===== config.mk =====
export PLATFORM = sky130hd
export DESIGN_NAME = mouse_report_deframer
export DESIGN_NICKNAME = d
export VERILOG_FILES = /design/src/mrd_pkg.sv /design/src/mouse_report_deframer.sv
export SDC_FILE = /design/constraint.sdc
export NUM_CORES = 1
export LEC_CHECK = 0
export BUFFER_PORTS_ARGS = -buffer_cell sky130_fd_sc_hd__buf_2
export CELL_PAD_IN_SITES_DETAIL_PLACEMENT = 1
export CELL_PAD_IN_SITES_GLOBAL_PLACEMENT = 1
export CORE_UTILIZATION = 46
export DETAILED_ROUTE_END_ITERATION = 10
export GPL_ROUTABILITY_DRIVEN = 1
export GPL_TIMING_DRIVEN = 0
export MAX_ROUTING_LAYER = met4
export PLACE_DENSITY_LB_ADDON = 0.1
export REMOVE_ABC_BUFFERS = 1
export SLEW_MARGIN = 20
export SYNTH_ARGS = -nofsm -noshare
export SYNTH_HDL_FRONTEND = slang
export SYNTH_SLANG_ARGS = --single-unit

===== constraint.sdc =====
create_clock -name clk -period 3.35 [get_ports clk]
set_input_delay 0.335 -clock clk [delete_from_list [all_inputs] [get_ports clk]]
set_output_delay 0.335 -clock clk [all_outputs]
set_load 0.02 [all_outputs]

===== src/mrd_pkg.sv =====
package mrd_pkg;

    typedef logic [7:0] byte_t;
    typedef logic [2:0] hdr_count_t;
    typedef logic [3:0] frame_off_t;

    // Header progress reaches this value once all sync bytes have matched.
    localparam hdr_count_t HDR_LEN     = 3'd5;
    localparam frame_off_t OFF_HDR_END = 4'd5;
    localparam frame_off_t OFF_BUTTONS = 4'd7;
    localparam frame_off_t OFF_X       = 4'd8;
    localparam frame_off_t OFF_Y       = 4'd10;
    localparam frame_off_t OFF_WHEEL   = 4'd12;
    localparam frame_off_t OFF_LAST    = 4'd13;

    localparam byte_t SYNC_0 = 8'h57;
    localparam byte_t SYNC_1 = 8'hAB;
    localparam byte_t SYNC_2 = 8'h88;
    localparam byte_t SYNC_3 = 8'h0A;
    localparam byte_t SYNC_4 = 8'h21;

    function automatic byte_t sync_byte(input hdr_count_t idx);
        byte_t b;
        case (idx)
            3'd0:    b = SYNC_0;
            3'd1:    b = SYNC_1;
            3'd2:    b = SYNC_2;
            3'd3:    b = SYNC_3;
            3'd4:    b = SYNC_4;
            default: b = SYNC_0;
        endcase
        return b;
    endfunction

endpackage


===== src/mouse_report_deframer.sv =====
// Channel   Valid          Ready          Word
// rx        rx_valid       rx_ready       rx_byte
// report    report_valid   report_ready   button_bits, x/y/wheel delta, x/y/wheel total
//
// One byte is taken per cycle while no completing byte is stalled. A byte sits in the
// input register and is matched or captured from there; a report is registered into the
// output register when the last byte of its frame leaves the input register. Reset clears
// the header hunt, the frame offset, the captured fields and the running totals. While a
// report waits, bytes that complete no frame keep flowing; only a completing byte stalls.
module mouse_report_deframer
    import mrd_pkg::*;
(
    input  logic              clk,
    input  logic              rst_n,
    input  logic              rx_valid,
    output logic              rx_ready,
    input  logic [7:0]        rx_byte,
    output logic              report_valid,
    input  logic              report_ready,
    output logic [7:0]        button_bits,
    output logic signed [7:0] x_delta,
    output logic signed [7:0] y_delta,
    output logic signed [7:0] wheel_delta,
    output logic signed [7:0] x_total,
    output logic signed [7:0] y_total,
    output logic signed [7:0] wheel_total
);

    logic       s1_valid_reg;
    byte_t      s1_byte_reg;
    hdr_count_t hdr_reg;
    frame_off_t off_reg;
    byte_t      held_buttons_reg;
    byte_t      held_x_reg;
    byte_t      held_y_reg;
    byte_t      held_wheel_reg;
    byte_t      sum_x_reg;
    byte_t      sum_y_reg;
    byte_t      sum_wheel_reg;
    logic       out_valid_reg;
    byte_t      out_buttons_reg;
    byte_t      out_x_reg;
    byte_t      out_y_reg;
    byte_t      out_wheel_reg;

    logic  hunting;
    logic  done_byte;
    logic  out_free;
    logic  s1_go;
    logic  rx_fire;
    byte_t sum_x_next;
    byte_t sum_y_next;
    byte_t sum_wheel_next;

    assign hunting   = (hdr_reg != HDR_LEN);
    assign done_byte = !hunting && (off_reg >= OFF_LAST);
    assign out_free  = !out_valid_reg || report_ready;
    assign s1_go     = s1_valid_reg && (!done_byte || out_free);
    assign rx_ready  = !s1_valid_reg || s1_go;
    assign rx_fire   = rx_valid && rx_ready;

    assign sum_x_next     = sum_x_reg + held_x_reg;
    assign sum_y_next     = sum_y_reg + held_y_reg;
    assign sum_wheel_next = sum_wheel_reg + held_wheel_reg;

    always_ff @(posedge clk or negedge rst_n)
    begin
        if (!rst_n)
        begin
            s1_valid_reg <= 1'b0;
        end
        else if (rx_fire)
        begin
            s1_valid_reg <= 1'b1;
        end
        else if (s1_go)
        begin
            s1_valid_reg <= 1'b0;
        end
    end

    always_ff @(posedge clk)
    begin
        if (rx_fire)
        begin
            s1_byte_reg <= rx_byte;
        end
    end

    always_ff @(posedge clk or negedge rst_n)
    begin
        if (!rst_n)
        begin
            hdr_reg          <= '0;
            off_reg          <= '0;
            held_buttons_reg <= '0;
            held_x_reg       <= '0;
            held_y_reg       <= '0;
            held_wheel_reg   <= '0;
            sum_x_reg        <= '0;
            sum_y_reg        <= '0;
            sum_wheel_reg    <= '0;
        end
        else if (s1_go)
        begin
            if (hunting)
            begin
                if (s1_byte_reg == sync_byte(hdr_reg))
                begin
                    hdr_reg <= hdr_reg + 3'd1;
                    if (hdr_reg + 3'd1 == HDR_LEN)
                    begin
                        off_reg <= OFF_HDR_END;
                    end
                end
                else
                begin
                    hdr_reg <= (s1_byte_reg == SYNC_0) ? 3'd1 : 3'd0;
                end
            end
            else
            begin
                if (off_reg == OFF_BUTTONS)
                begin
                    held_buttons_reg <= s1_byte_reg;
                end
                if (off_reg == OFF_X)
                begin
                    held_x_reg <= s1_byte_reg;
                end
                if (off_reg == OFF_Y)
                begin
                    held_y_reg <= s1_byte_reg;
                end
                if (off_reg == OFF_WHEEL)
                begin
                    held_wheel_reg <= s1_byte_reg;
                end
                if (done_byte)
                begin
                    sum_x_reg     <= sum_x_next;
                    sum_y_reg     <= sum_y_next;
                    sum_wheel_reg <= sum_wheel_next;
                    hdr_reg       <= '0;
                    off_reg       <= '0;
                end
                else
                begin
                    off_reg <= off_reg + 4'd1;
                end
            end
        end
    end

    always_ff @(posedge clk or negedge rst_n)
    begin
        if (!rst_n)
        begin
            out_valid_reg <= 1'b0;
        end
        else if (s1_go && done_byte)
        begin
            out_valid_reg <= 1'b1;
        end
        else if (report_ready)
        begin
            out_valid_reg <= 1'b0;
        end
    end

    // The completing byte never captures a field, so the held values are final.
    always_ff @(posedge clk)
    begin
        if (s1_go && done_byte)
        begin
            out_buttons_reg <= held_buttons_reg;
            out_x_reg       <= held_x_reg;
            out_y_reg       <= held_y_reg;
            out_wheel_reg   <= held_wheel_reg;
        end
    end

    assign report_valid = out_valid_reg;
    assign button_bits  = out_buttons_reg;
    assign x_delta      = out_x_reg;
    assign y_delta      = out_y_reg;
    assign wheel_delta  = out_wheel_reg;
    assign x_total      = sum_x_reg;
    assign y_total      = sum_y_reg;
    assign wheel_total  = sum_wheel_reg;

endmodule


# After elaboration in Yosys (flattened, before gate mapping)

Index checks and enable logic that the tools add are counted.

Magnitude comparators: 1
Shifts and indexed selects: 0
Div/mod/pow operators: 0
Bitwise logic cells: 1
Mux-type cells: 15
Equal/unequal tests: 14
Reduce and logical (&&, ||, !) cells: 21
$mul: 0
Add/subtract/negate cells: 5

Operators by type and width:

| cell                | count |
|---|---|
| $pmux 8 s4          | 1 |
| $add 8x8->8         | 3 |
| $reduce_and 3->1    | 6 |
| $mux 4              | 4 |
| $mux 8              | 2 |
| $eq 4x4->1 const B  | 3 |
| $mux 3              | 3 |
| $eq 8x7->1 const B  | 1 |
| $eq 8x8->1          | 1 |
| $eq 3x2->1 const B  | 2 |
| $eq 3x3->1 const B  | 2 |
| $reduce_bool 2->1   | 3 |
| $mux 1              | 5 |
| $add 4x1->4 const B | 1 |
| $eq 4x3->1 const B  | 1 |
| $ge 4x4->1 const B  | 1 |
| $logic_and 1x1->1   | 4 |
| $logic_not 1->1     | 4 |
| $ne 2x1->1 const B  | 2 |
| $add 3x1->3 const B | 1 |
| $eq 3x1->1 const B  | 1 |
| $logic_or 1x1->1    | 3 |
| $ne 3x3->1 const B  | 1 |
| $reduce_and 2->1    | 1 |
| $not 1->1           | 1 |

Output and inout bits: 58
Bits in read-only memories: 0
Memories kept: 0
Latch bits: 0
Register bits: 105
RAM bits: 0
Logic and storage cells: 73
Input bits: 12

# Longest topological paths before layout

Gate-level depths: netlist of run 1.

Word-level depth: 10
Depth in mapped cells: 11
Gate-level depth less buffers: 9

# Worst setup path before layout of run 1

No wires, ideal clock.

Path type: reg-to-reg
From: register hdr_reg[1]
To: register out_buttons_reg[0] (netlist: button_bits[0]), enable pin
Arrival: 2459 ps
Buffers on the path: 3
Data required time: 2963 ps
Setup slack: 504 ps
Stages on the path, launching flop included: 11
Cell sequence: dfrtp_1 -> clkbuf_1 -> inv_1 -> ha_1 -> buf_6 -> and2_1 -> nand2_1 -> a21oi_1 -> nand2_1 -> clkbuf_1 -> inv_1

Longest elaborated chain between the ends: 7

Ends and longest elaborated chain:

| element                | RTL line                     | RTL |
|---|---|---|
| from (decl)            | mouse_report_deframer.sv:31  | `hdr_count_t hdr_reg;` |
| from (signal assigned) | mouse_report_deframer.sv:110 | `hdr_reg <= hdr_reg + 3'd1;` |
| from (signal assigned) | mouse_report_deframer.sv:118 | `hdr_reg <= (s1_byte_reg == SYNC_0) ? 3'd1 : 3'd0;` |
| $ne 3x3->1 (*)         | mouse_report_deframer.sv:55  | `assign hunting = (hdr_reg != HDR_LEN);` |
| $logic_not 1->1 (*)    | mouse_report_deframer.sv:56  | `assign done_byte = !hunting && (off_reg >= OFF_LAST);` |
| $logic_and 1x1->1 (*)  | mouse_report_deframer.sv:56  |  |
| $logic_not 1->1        | mouse_report_deframer.sv:58  | `assign s1_go = s1_valid_reg && (!done_byte \|\| out_free);` |
| $logic_or 1x1->1       | mouse_report_deframer.sv:58  |  |
| $logic_and 1x1->1      | mouse_report_deframer.sv:58  |  |
| $logic_and 1x1->1 (*)  | mouse_report_deframer.sv:174 | `if (s1_go && done_byte)` |
| to (signal assigned)   | mouse_report_deframer.sv:176 | `out_buttons_reg <= held_buttons_reg;` |
| to (decl)              | mouse_report_deframer.sv:41  | `byte_t out_buttons_reg;` |

Mark *: on every way between the ends. The rest lies on a longest branch, timed or not.
A chain may end at the register's enable or synchronous reset.

# Worst setup path after layout of run 1

From: register hdr_reg[1]
To: register out_y_reg[3] (netlist: y_delta[3]), enable pin

Longest elaborated chain between the ends: 7

Ends and longest elaborated chain:

| element               | RTL line                     | RTL |
|---|---|---|
| $ne 3x3->1 (*)        | mouse_report_deframer.sv:55  |  |
| $logic_not 1->1 (*)   | mouse_report_deframer.sv:56  |  |
| $logic_and 1x1->1 (*) | mouse_report_deframer.sv:56  |  |
| $logic_not 1->1       | mouse_report_deframer.sv:58  |  |
| $logic_or 1x1->1      | mouse_report_deframer.sv:58  |  |
| $logic_and 1x1->1     | mouse_report_deframer.sv:58  |  |
| $logic_and 1x1->1 (*) | mouse_report_deframer.sv:174 |  |
| to (signal assigned)  | mouse_report_deframer.sv:178 | `out_y_reg <= held_y_reg;` |
| to (decl)             | mouse_report_deframer.sv:43  | `byte_t out_y_reg;` |

Marked as above.

==> impl_metrics.toml, run 1 <==
[critical_path]
crit_chain = "inv_1, ha_1, and2_1, nand2_1, a21oi_1, nand2_2, clkinv_2"
crit_slowest_cell = "clkinv_2"
r2r_start = "hdr_reg[1]$_DFFE_PN0P_"
critPathKind = "register to register"
worst_r2r_endpoint = "y_delta[3]$_DFFE_PP_"
crit_required_ns = 3.36
critPathLaunchType = "register"
critPathArrivalTime_ns = 3.02
crit_path_end_kind = "register"
ff2ff_setup_slack_ns = 0.34
reg2regPathDepth = 7
worstPathMaxFanout = 32
crit_family = "simple AND/OR/NAND/NOR gates"
path_buf_inv = 2
cpPeakStageDelay_ns = 0.55

[floorplan]
die_w_um = 106
die_h_um = 106
rows = 37
core_area_mm2 = 0.0104
initial_core_util = 0.479
dieArea_mm2 = 0.0112
pin_count = 70

[hold_path]
hold_path_class = "primary input to register"
hp-start = "rx_byte[1]"
min_path_cells = 1
min_to = "s1_byte_reg[1]$_DFFE_PP_"

[detailed_routing]
dr_total_vias = 3320
totalWireLength_mm = 10.8
viasPerCell = 5.34
antenna_left = 0
drc = 0
first_pass_iters = 4
drt_iter0_drc = 120
wl_per_cell_um = 17.4

[cts]
clk_latency_ns = 0.37
htreeDepth = 3
cts_made_buffers = 9
cts_max_path_buffers = 2
cts_num_sinks = 105
cts_tree = "built"
ctsRootBufferMaster = "clkbuf_8"
clkTransAtPathRegs_ns = 0.10
post_cts_buffers = 0

[global_route]
antenna_found_initial = 0
grt_overflow = 0
grt_usage = 0.212
grt_pass1_wl_mm = 17.5
grt_max_degree = 38
grt_pass1_vias = 3366

[yosys]
postSynthCellCount = 408
synth_area_mm2 = 0.00496
async_flop_share = 0.619
yosysSeqAreaShare = 0.570
synth_warnings = 0
yosys-top-cells-area = "dfrtp_1 (33%), edfxtp_1 (24%), ha_1 (7.8%), mux2_2 (7.0%), o21ai_0 (3.6%)"
synth_top_area_cell = "dfrtp_1"
yosysTopAreaCellShare = 0.328
yosys.cell_types.count = 48
synth.avg_cell_area_um2 = 12.2
synth_edf_count = 40
synthFlopType = "dfrtp_1"
ys_seq_elements = 105

[final_layout]
drive_gt1_frac = 0.265
multi_input_area_mm2 = 0.00200
final_net_count = 527
fillers = 1141
regArea_mm2 = 0.00283
antenna_cells = 0
final_util = 0.549
area_delta_synth_final_pct = 14.8

[sta]
hold_ws_ns = 0.141
rsz0062_at_grt = "false"
fin_ws_ns = 0.341
slew_headroom = 0.408
fmax_mhz = 332
timing.final.setup_violations = 0
period_needed_ns = 3.01
hold_viol_final = 0
worstMarginPinSlew_ns = 0.886
final.setup.tns_ns = 0
fin_worst_skew_ns = 0.0109
fin_crit_sh = 0.898
slew_violations = 0

[flow_run]
maxCapViolCount = 0

[outcome]
status = "finished, final reports clean"

[power]
pwr_density_cell_mw_per_mm2 = 390
power_leakage_nw = 2.54
ir_drop_v = 0.000207

[place]
portBuffers = 69
dp_slack_ns = 0.180
hpwl_mm = 7.93
routabilityCongestion = 0.823
[worst max-delay path by stage]
| stage | start | endpoint | slack (ns) | cells past startpoint |
|---|---|---|---|---|
| finish | hdr_reg[1]$_DFFE_PN0P_ | y_delta[3]$_DFFE_PP_ | 0.34 | 7 |
| global route | hdr_reg[1]$_DFFE_PN0P_ | y_delta[3]$_DFFE_PP_ | 0.06 | 7 |
| CTS | hdr_reg[1]$_DFFE_PN0P_ | y_delta[3]$_DFFE_PP_ | 0.16 | 7 |
| detailed placement | hdr_reg[1]$_DFFE_PN0P_ | y_delta[6]$_DFFE_PP_ | 0.18 | 7 |
| global placement | hdr_reg[1]$_DFFE_PN0P_ | y_delta[6]$_DFFE_PP_ | -1.11 | 7 |
| floorplan | hdr_reg[1]$_DFFE_PN0P_ | button_bits[0]$_DFFE_PP_ | 0.20 | 7 |
[final cells by class]
cell class                 count  area share
sequential                   105       0.497
multi-input combinational    270       0.352
timing repair buffer          72      0.0712
tap                          136      0.0299
clock buffer                   9      0.0218
inverter                      23      0.0154
clock inverter                 7      0.0136
[worst register-to-register path, cell delays in order, from the launching register on]
cell and delay (ns):
dfrtp_1 0.53, inv_1 0.13, ha_1 0.38, and2_1 0.31, nand2_1 0.16, a21oi_1 0.25
nand2_2 0.32, clkinv_2 0.56
[cells in the final DEF (no fill, tap or decap), types with 14 or more instances in the layout]
master,count
edfxtp_1,40
mux2_2,31
inv_1,22
dfrtp_1,65
nor2_1,14
ha_1,31
xor2_1,19
buf_2,68
nand2_1,43
o21ai_0,36
[synthesized netlist by cell type, drive strengths merged, types with 2 or more instances]
library cell	count
a21o	7
nand2b	5
edfxtp	40
buf	3
o21ai	39
dfrtp	65
o21bai	3
a211oi	4
mux2	31
inv	23
nand3	4
fa	3
ha	31
nand2	44
a21oi	11
nor2	14
nand4	2
a31oi	11
xnor2	4
nor2b	6
nor3b	2
xor2	19
clkbuf	7
nor3	10
and3	2
and2	2
[logic make-up after synthesis]
group                      Yosys count  synth area share
adders and majority gates           34            0.0903
buffers and inverters               33            0.0272
xor gates and xnor gates            23            0.0406
AOI/OAI and AO/OA                   84             0.104
and+or+nand+nor                     97            0.0956
DFF                                105             0.570
muxes                               32            0.0724
[per-stage QoR]
stage	cell area [um2]	instances	total power, mW
3_3_place_gp	5430	603	1.44
5_1_grt	5690	622	2.31
2_1_floorplan	4910	398	1.40
3_5_place_dp	5480	605	1.45
6_report	5690	622	2.22
4_1_cts	5690	622	2.25
[per-layer routing]
| layer | vias up | wire [um] | track usage |
|---|---|---|---|
| met4 | 0 | 57 | 0.0387 |
| met1 | 1673 | 4940 | 0.271 |
| met3 | 4 | 333 | 0.0482 |
| li1 | 1591 | - | - |
| met5 | - | 0 | - |
| met2 | 52 | 5470 | 0.350 |
[what timing repair did]
action | in CTS | in global routing
setup endpoints to repair | 0 | 32
hold endpoints to repair | 36 | 0
resized for setup | 0 | 1
hold buffers | 1 | 0
[power breakdown]
group / internal, mW / switching [mW] / total [mW] / leakage [nW]
Clock: 0.352 / 0.448 / 0.800 / 0.0954
Sequential: 1.34 / 0.0196 / 1.36 / 1.19
Combinational: 0.0218 / 0.0409 / 0.0627 / 1.25
Power figures use the tool's default switching activity.
==> run 2: changes to the inputs <==
ABC_AREA = 1   (was default)
CORE_ASPECT_RATIO = 0.5   (was default)
CORE_UTILIZATION = 45   (was 46)
==> run 2 against run 1 <==
Synthesized cell count up 23%. Die area up 8.3%. Sequential power about the same. Global-route usage up 0.13 points. Flip-flop and latch count unchanged. Setup slack better by 0.42 ns. Maximum frequency up 16%. Cell count up 19%. Design area up 6.2%. Via count up 12%. Clock skew down 0.0016 ns. Utilization down 0.83 points.
==> impl_metrics.toml, run 2 <==
[floorplan]
pin_count = 70
core_area_mm2 = 0.0112
rows = 27
dieArea_mm2 = 0.0121
die_h_um = 78.4
initial_core_util = 0.470
die_w_um = 155

[hold_path]
hold_path_class = "primary input to register"
min_path_cells = 1
hp-start = "rx_byte[5]"
min_to = "s1_byte_reg[5]$_DFFE_PP_"

[critical_path]
crit_path_end_kind = "register"
ff2ff_setup_slack_ns = 0.76
reg2regPathDepth = 9
path_buf_inv = 3
worst_r2r_endpoint = "wheel_total[2]$_DFFE_PN0P_"
r2r_start = "hdr_reg[1]$_DFFE_PN0P_"
worstPathMaxFanout = 37
crit_required_ns = 3.58
crit_chain = "inv_1, ha_1, nand2_8, nor2_2, inv_1, nor2_4, inv_6, nand2_1, o21ai_2"
critPathKind = "register to register"
cpMostUsedCell = "inv_1"
crit_slowest_cell = "nor2_4"
critPathArrivalTime_ns = 2.81
cpPeakStageDelay_ns = 0.56
critPathLaunchType = "register"
startpoint = "hdr_reg[1]$_DFFE_PN0P_"
crit_family = "simple AND/OR/NAND/NOR gates"

[sta]
fin_crit_sh = 0.772
final.setup.tns_ns = 0
hold_ws_ns = 0.160
fin_ws_ns = 0.763
fin_worst_skew_ns = 0.00928
rsz0062_at_grt = "false"
fmax_mhz = 387
period_needed_ns = 2.59
slew_headroom = 0.543
slew_violations = 0
timing.final.setup_violations = 0
worstMarginPinSlew_ns = 0.683
hold_viol_final = 0

[cts]
cts_num_sinks = 105
cts_made_buffers = 9
clk_latency_ns = 0.35
clkTransAtPathRegs_ns = 0.07
cts_max_path_buffers = 2
ctsResizeCount = 0
cts_tree = "built"
ctsRootBufferMaster = "clkbuf_16"
post_cts_buffers = 0
htreeDepth = 3

[flow_run]
maxCapViolCount = 0

[yosys]
yosysMostFrequentCell = "nand2_1"
synthTopCellsByCount = "nand2_1 (144), dfrtp_1 (65), inv_1 (47)"
yosysSeqAreaShare = 0.538
yosys-top-cells-area = "dfrtp_1 (31%), edfxtp_1 (23%), nand2_1 (10%), ha_1 (7.4%), o21ai_2 (6.0%)"
synth_top_area_cell = "dfrtp_1"
synthFlopType = "dfrtp_1"
yosys.cell_types.count = 32
synth.avg_cell_area_um2 = 10.4
synth_area_mm2 = 0.00526
synth_warnings = 0
yosysTopAreaCellShare = 0.310
postSynthCellCount = 503
synth_edf_count = 40
ys_seq_elements = 105
async_flop_share = 0.619

[place]
portBuffers = 69
dp_slack_ns = 0.757
dp.cells = 723
routabilityCongestion = 0.818
hpwl_mm = 8.44
placed_area_mm2 = 0.00574

[outcome]
status = "finished, final reports clean"

[global_route]
grt_pass1_vias = 3742
grt_pass1_wl_mm = 19.2
grt_usage = 0.213
grt_max_degree = 41
antenna_found_initial = 0
grt_overflow = 0

[power]
power_leakage_nw = 3.09
power_mw = 2.49
pwr_density_cell_mw_per_mm2 = 412
ir_drop_v = 0.000224

[final_layout]
final_cell_mix = "nand2_1 (144), buf_2 (68), dfrtp_1 (65)"
fin_area_mm2 = 0.00605
final_net_count = 622
area_delta_synth_final_pct = 15.1
final_util = 0.541
drive_gt1_frac = 0.258
layout_commonest_cell = "nand2_1"
antenna_cells = 0
final_cells = 740

[detailed_routing]
dr_total_vias = 3710
wl_per_cell_um = 15.7
totalWireLength_mm = 11.6
antenna_left = 0
first_pass_iters = 4
drt_iter0_drc = 135
viasPerCell = 5.01
drc = 0
[run 2: area by class of cell]
cell class | count | area (um2)
fillers | 1264 | 5130
flip-flops and latches | 105 | 2830
multi-input cells | 339 | 2130
repair buffers | 72 | 398
clock buffers | 10 | 229
well taps | 159 | 199
inverters | 49 | 191
clock inverters | 6 | 68.8
[run 2: how the worst max path moves through the flow]
stage | endpoint | slack (ns) | depth (start not counted)
after global routing | x_total[2]$_DFFE_PN0P_ | 0.55 | 9
after floorplan | wheel_total[1]$_DFFE_PN0P_ | 0.90 | 9
after detailed placement | y_total[4]$_DFFE_PN0P_ | 0.76 | 9
after CTS | x_total[1]$_DFFE_PN0P_ | 0.73 | 9
after global placement | x_total[2]$_DFFE_PN0P_ | 0.16 | 9
final | wheel_total[2]$_DFFE_PN0P_ | 0.76 | 9
[run 2: cell families (layout without fill, tap and decap cells)]
kind of cell,after synthesis,in the layout,synth area share
AOI/OAI and AO/OA,66,66,0.0886
and+or+nand+nor,222,222,0.204
adders and majority gates,34,34,0.0852
buffers and inverters,59,137,0.0560
DFF,105,105,0.538
xor gates and xnor gates,17,17,0.0283
[run 2: power by group]
part / leakage [nW] / internal, mW / switching (mW)
clock network: 0.138 / 0.585 / 0.495
logic: 1.60 / 0.0158 / 0.0543
registers: 1.36 / 1.34 / 0.00727
total: 3.09 / 1.94 / 0.556
[run 2: what timing repair did]
item	4_1_cts	5_1_grt
endpoints found under the setup margin	0	0
hold endpoints to repair	25	0
hold buffers	1	0
[run 2: layer usage]
layer	part of all wire	track usage	up-vias
met5	0	-	-
met4	0.0060	0.0386	0
met3	0.024	0.0453	6
met2	0.47	0.348	44
met1	0.50	0.280	1852
li1	-	-	1808
[run 2: worst register-to-register path, stage by stage, from the launching register on]
cell and delay [ns]:
dfrtp_1 0.45, inv_1 0.17, ha_1 0.36, nand2_8 0.11
nor2_2 0.19, inv_1 0.11, nor2_4 0.56, inv_6 0.30
nand2_1 0.16, o21ai_2 0.06
